[config.mk]
export PLATFORM = sky130hd
export DESIGN_NAME = ftks_node_cmp
export DESIGN_NICKNAME = d
export VERILOG_FILES = /design/src/fast_tree_key_search_unit_macros.svh /design/src/ftks_pkg.sv /design/src/ftks_node_cmp.sv
export SDC_FILE = /design/constraint.sdc
export NUM_CORES = 1
export LEC_CHECK = 0
export ABC_AREA = 1
export BUFFER_PORTS_ARGS = -buffer_cell sky130_fd_sc_hd__buf_2
export CAP_MARGIN = 0
export CORE_AREA = 2 2 213 215
export DETAILED_ROUTE_END_ITERATION = 12
export DIE_AREA = 0 0 215 217
export PLACE_DENSITY = 0.6
export SYNTH_ARGS = -nofsm -noshare
export SYNTH_HDL_FRONTEND = slang
export SYNTH_SLANG_ARGS = --single-unit
[constraint.sdc]
create_clock -name vclk -period 6.1
set_input_delay 0.305 -clock vclk [all_inputs]
set_output_delay 0.305 -clock vclk [all_outputs]
set_load 0.05 [all_outputs]
[src/fast_tree_key_search_unit_macros.svh]
// ----------------------------------------------------------------------------
// Assertion macros for the fast tree key search unit
// Checks sample on the rising edge of clk and are disabled while rst_n is low.
// ----------------------------------------------------------------------------
`ifndef FAST_TREE_KEY_SEARCH_UNIT_MACROS_SVH
`define FAST_TREE_KEY_SEARCH_UNIT_MACROS_SVH

`ifndef SYNTH

// The consequent must hold in the same cycle as the antecedent.
`define FTKS_ASSERT_NOW(name, ante, cons) \
    name: assert property (@(posedge clk) disable iff (!rst_n) (ante) |-> (cons)) \
        else $error("ftks: same-cycle check failed");

// The consequent must hold in the cycle after the antecedent.
`define FTKS_ASSERT_NEXT(name, ante, cons) \
    name: assert property (@(posedge clk) disable iff (!rst_n) (ante) |=> (cons)) \
        else $error("ftks: next-cycle check failed");

`else

`define FTKS_ASSERT_NOW(name, ante, cons)
`define FTKS_ASSERT_NEXT(name, ante, cons)

`endif

`endif

[src/ftks_pkg.sv]
// ----------------------------------------------------------------------------
// ftks_pkg
// Types and fixed constants shared by the tree key search modules.
// ----------------------------------------------------------------------------
`default_nettype none

package ftks_pkg;

    localparam int KEY_W       = 32;
    localparam int ADDR_W      = 13;
    localparam int LEAF_W      = 12;
    localparam int LANE_W      = 4;
    localparam int BLOCK_WORDS = 16;

    localparam logic CMD_WRITE  = 1'b0;
    localparam logic CMD_SEARCH = 1'b1;

    typedef struct packed {
        logic                     command;
        logic [ADDR_W-1:0]        word_address;
        logic signed [KEY_W-1:0]  word_value;
        logic signed [KEY_W-1:0]  query_key;
    } req_item_t;

    typedef struct packed {
        logic [LEAF_W-1:0] leaf_index;
        logic              fault;
    } rsp_item_t;

    // One tree block: sixteen key words, lane 0 in the low bits.
    typedef logic [BLOCK_WORDS-1:0][KEY_W-1:0] block_t;

    typedef struct packed {
        logic [LANE_W-1:0] child;
        logic              fault;
    } node_result_t;

endpackage

`default_nettype wire

[src/ftks_node_cmp.sv]
// ----------------------------------------------------------------------------
// ftks_node_cmp
// Evaluates one tree block against the search key: the first three-key group
// picks a subgroup, the selected second group picks the child within it.
// ----------------------------------------------------------------------------
`default_nettype none

module ftks_node_cmp (
    input  wire logic signed [ftks_pkg::KEY_W-1:0] key,
    input  wire ftks_pkg::block_t                  blk,
    output ftks_pkg::node_result_t                 res
);

    localparam int GROUPS = 5;

    // Compare patterns: bit 0 against the median, bit 1 the left median,
    // bit 2 the right median.
    localparam logic [2:0] PAT_CHILD0 = 3'b000;
    localparam logic [2:0] PAT_CHILD1 = 3'b010;
    localparam logic [2:0] PAT_CHILD2 = 3'b011;
    localparam logic [2:0] PAT_CHILD3 = 3'b111;

    // Returns {bad, child}; a pattern that ordered keys cannot give walks
    // on as the rightmost child.
    function automatic logic [2:0] group_child(input logic [2:0] pat);
        logic [2:0] r;
        case (pat)
            PAT_CHILD0: r = {1'b0, 2'd0};
            PAT_CHILD1: r = {1'b0, 2'd1};
            PAT_CHILD2: r = {1'b0, 2'd2};
            PAT_CHILD3: r = {1'b0, 2'd3};
            default:    r = {1'b1, 2'd3};
        endcase
        return r;
    endfunction

    logic [2:0] pat [GROUPS];
    logic [2:0] first;
    logic [2:0] second;

    // All five groups are compared at once; the second stage only selects.
    always_comb
    begin
        for (int g = 0; g < GROUPS; g++)
        begin
            pat[g] = {key > $signed(blk[3*g+2]),
                      key > $signed(blk[3*g+1]),
                      key > $signed(blk[3*g])};
        end
        first     = group_child(pat[0]);
        second    = group_child(pat[3'(first[1:0]) + 3'd1]);
        res.child = {first[1:0], second[1:0]};
        res.fault = first[2] | second[2];
    end

endmodule

`default_nettype wire

==> summary.md <==
| Metric | Value |
|---|---|
| Pre-CTS setup slack | `1440 ps` |
| Crit-path cells | `buf_2, buf_4, ha_1, nand2_1, nor2_1, nand2_1, nor4_2, nand4_1, nand3_4, nand3_4, ha_1, nor2_1, a21boi_0, nand2_1, nor2_1, nand2_1, inv_1, a21oi_4, nand2_1, nand2_1, nand2_1, buf_2` |
| Worst-Margin Slew | `1080 ps` |
| Hold Buf Count CTS | `0` |
| Initial Util | `28.7%` |
| IO buf count | `517` |
| M3 GR Usage | `3.31%` |
| Final worst slack | `1590 ps` |
| Storage cell area | `0 µm²` |
| Number of remaining DRC errors | `0` |
| WHS | `1510 ps` |
| Status | `finished clean` |
| Relative slew slack | `27.5%` |
| Synth Warn # | `0` |
| Drt pass-1 iters | `5` |
| Hold WC Path Type | `in -> out` |
| First-pass GRT wire length | `79200 µm` |
| Worst VDD drop | `0.0826 mV` |
| Slowest cell on the critical path | `nor4_2` |
| Cell mode on critical path | `nand2_1` |
| GRT Max-Usage Layer | `met2` |
| Share of cells above drive strength 1 | `21.6%` |
| Die area | `46700 µm²` |
| Largest net degree at the start of global routing | `16` |
| Avg Vias per Cell | `4.52` |
| Final instance area | `16300 µm²` |
| Tot Pwr | `1.19 mW` |
| GRT overflow | `0` |
| Synth Net Count | `3058` |
| Sequential cell count | `0` |
| TNS Setup | `0 ps` |
| Final setup violation count | `0` |
| PD cells | `72.8 nW/µm²` |
| Placeable Area | `44700 µm²` |
| Grt met1 use | `27.2%` |
| Number of distinct library cells after synthesis | `41` |
| Die Wd | `215 µm` |
| Post-CTS Setup Bufs | `0` |
| Fill cell count | `5165` |
| Detailed placement HPWL | `47200 µm` |
| Final ANT Viol Nets | `0` |
| Critical Path Fanout Max | `15` |
| Synthesized area per cell | `6.32 µm²` |
| Final Hold Violating Endpoints | `0` |
| Startpoint types | `primary input` |
| Number of max-cap violations | `0` |
| Vias in the first global route | `14300` |
| Die height | `217 µm` |
| Detailed-route via count | `14400` |
| CLK BUF | `0` |
| Gr usage total | `22.2%` |
| Dpl cells | `3166` |
| Worst path buffer plus inverter count | `4` |
| Post-Route WL | `52800 µm` |
| CTS-repair resized insts | `0` |
| Routability cong. | `0.887` |
| Met2 Usage GRT | `41.1%` |
| Routed len/inst | `16.6 µm` |
| Critical setup path kind | `in -> out` |
| Delay of the slowest cell on the worst path | `440 ps` |
| Static Leak | `10.8 nW` |
| Sequential-to-total area share from yosys stat | `0%` |
| Initial antenna violation count | `26` |
| CP top delay family | `simple AND/OR/NAND/NOR gates` |
| Fin crit share | `74.0%` |
| CP endpoint kind | `output pin` |
| WP data required | `5790 ps` |
| Row count | `78` |
| Placed cell areas | `16300 µm²` |
| Ports | `549` |
| DRT iter0 DRCs | `570` |
| Achievable Freq | `222 MHz` |
| Non-Filler Instances | `3181` |
| RSZ-0062 raised after global routing | `false` |
| Gate Count Post-Synth | `2033` |
| Area growth syn-to-layout | `27.2%` |
| Final core utilization | `36.6%` |
| Fin. max-slew vios | `0` |
| Minimum clock period | `4510 ps` |
| Final net count | `3593` |
| Mapped Area | `12800 µm²` |
| Worst endpoint data arrival time | `4210 ps` |
==> layout by cell type, fill, tap and decap left out, types with 3 or more instances in the layout <==
master / n
a31oi_1: 3
a21boi_0: 3
a21oi_1: 230
o21ai_0: 63
diode_2: 15
o21a_1: 13
nand2_1: 364
o211ai_1: 16
a21o_1: 6
nand3_1: 68
nor4_1: 12
ha_1: 481
nor2_2: 3
nor3_1: 16
inv_1: 574
nor2_1: 89
buf_2: 517
buf_4: 16
nand4_1: 44
o21bai_1: 4
nand2_2: 6
or2_2: 3
nor3b_1: 3
a211oi_1: 5
==> path summary, 6_finish.rpt <==
path	startpoint	cells past startpoint	end	slack (ps)
worst max-delay path	key[31]	22	res[1]	1590
worst min-delay path	blk[64]	6	res[4]	1510
==> area by class of cell <==
class	instances	area (µm²)	share of cell area [%]
Multi-Input combinational cell	1459	10700	65.4
Antenna cell	15	37.5	0.230
Timing Repair Buffer	533	2710	16.6
Tap cell	600	751	4.59
Inverter	574	2150	13.2
==> logic make-up (layout without fill, tap and decap cells) <==
| kind of cell | after synthesis | in the layout | share of synthesized area [%] |
|---|---|---|---|
| compound gates | 352 | 352 | 15.0 |
| other cells | 0 | 15 | 0 |
| fa+ha+maj | 481 | 481 | 46.9 |
| xor+xnor | 2 | 2 | 0.136 |
| simple gates | 624 | 624 | 21.3 |
| buf+inv | 574 | 1107 | 16.8 |
==> synthesized netlist by cell type <==
library cell | n | area share, %
inv_1 | 574 | 17
ha_1 | 481 | 47
nand2_1 | 364 | 11
a21oi_1 | 230 | 9.0
nor2_1 | 89 | 2.6
nand3_1 | 68 | 2.6
o21ai_0 | 63 | 2.5
nand4_1 | 44 | 2.1
nor3_1 | 16 | 0.62
o211ai_1 | 16 | 0.94
o21a_1 | 13 | 0.76
nor4_1 | 12 | 0.58
a21o_1 | 6 | 0.35
nand2_2 | 6 | 0.29
a211oi_1 | 5 | 0.29
o21bai_1 | 4 | 0.23
a21boi_0 | 3 | 0.18
a31oi_1 | 3 | 0.15
nor2_2 | 3 | 0.15
nor3b_1 | 3 | 0.18
or2_2 | 3 | 0.15
and3_1 | 2 | 0.097
nand3_4 | 2 | 0.27
nand3b_1 | 2 | 0.12
nor4_2 | 2 | 0.19
nor4b_1 | 2 | 0.14
o221ai_1 | 2 | 0.14
xnor2_1 | 2 | 0.14
a211o_1 | 1 | 0.068
a21oi_4 | 1 | 0.13
a221oi_1 | 1 | 0.068
a31o_2 | 1 | 0.068
a32oi_1 | 1 | 0.068
and2_1 | 1 | 0.049
nand2_4 | 1 | 0.088
nand3_2 | 1 | 0.078
nand3b_2 | 1 | 0.088
nor2_4 | 1 | 0.088
o2111ai_1 | 1 | 0.068
o31ai_1 | 1 | 0.058
or3_1 | 1 | 0.049
==> power breakdown <==
group / internal [mW] / total (mW) / switching [mW]
combinational: 0.483 / 1.19 / 0.706
sequential: 0 / 0 / 0
clock: 0.000000319 / 0.000000319 / 0
total: 0.483 / 1.19 / 0.706
==> layer usage <==
layer	vias up	share of wire, %
li1	7733	-
met1	6172	44
met2	395	48
met3	65	6.2
met4	18	1.9
met5	-	0.20
Power figures use the tool's default switching activity.
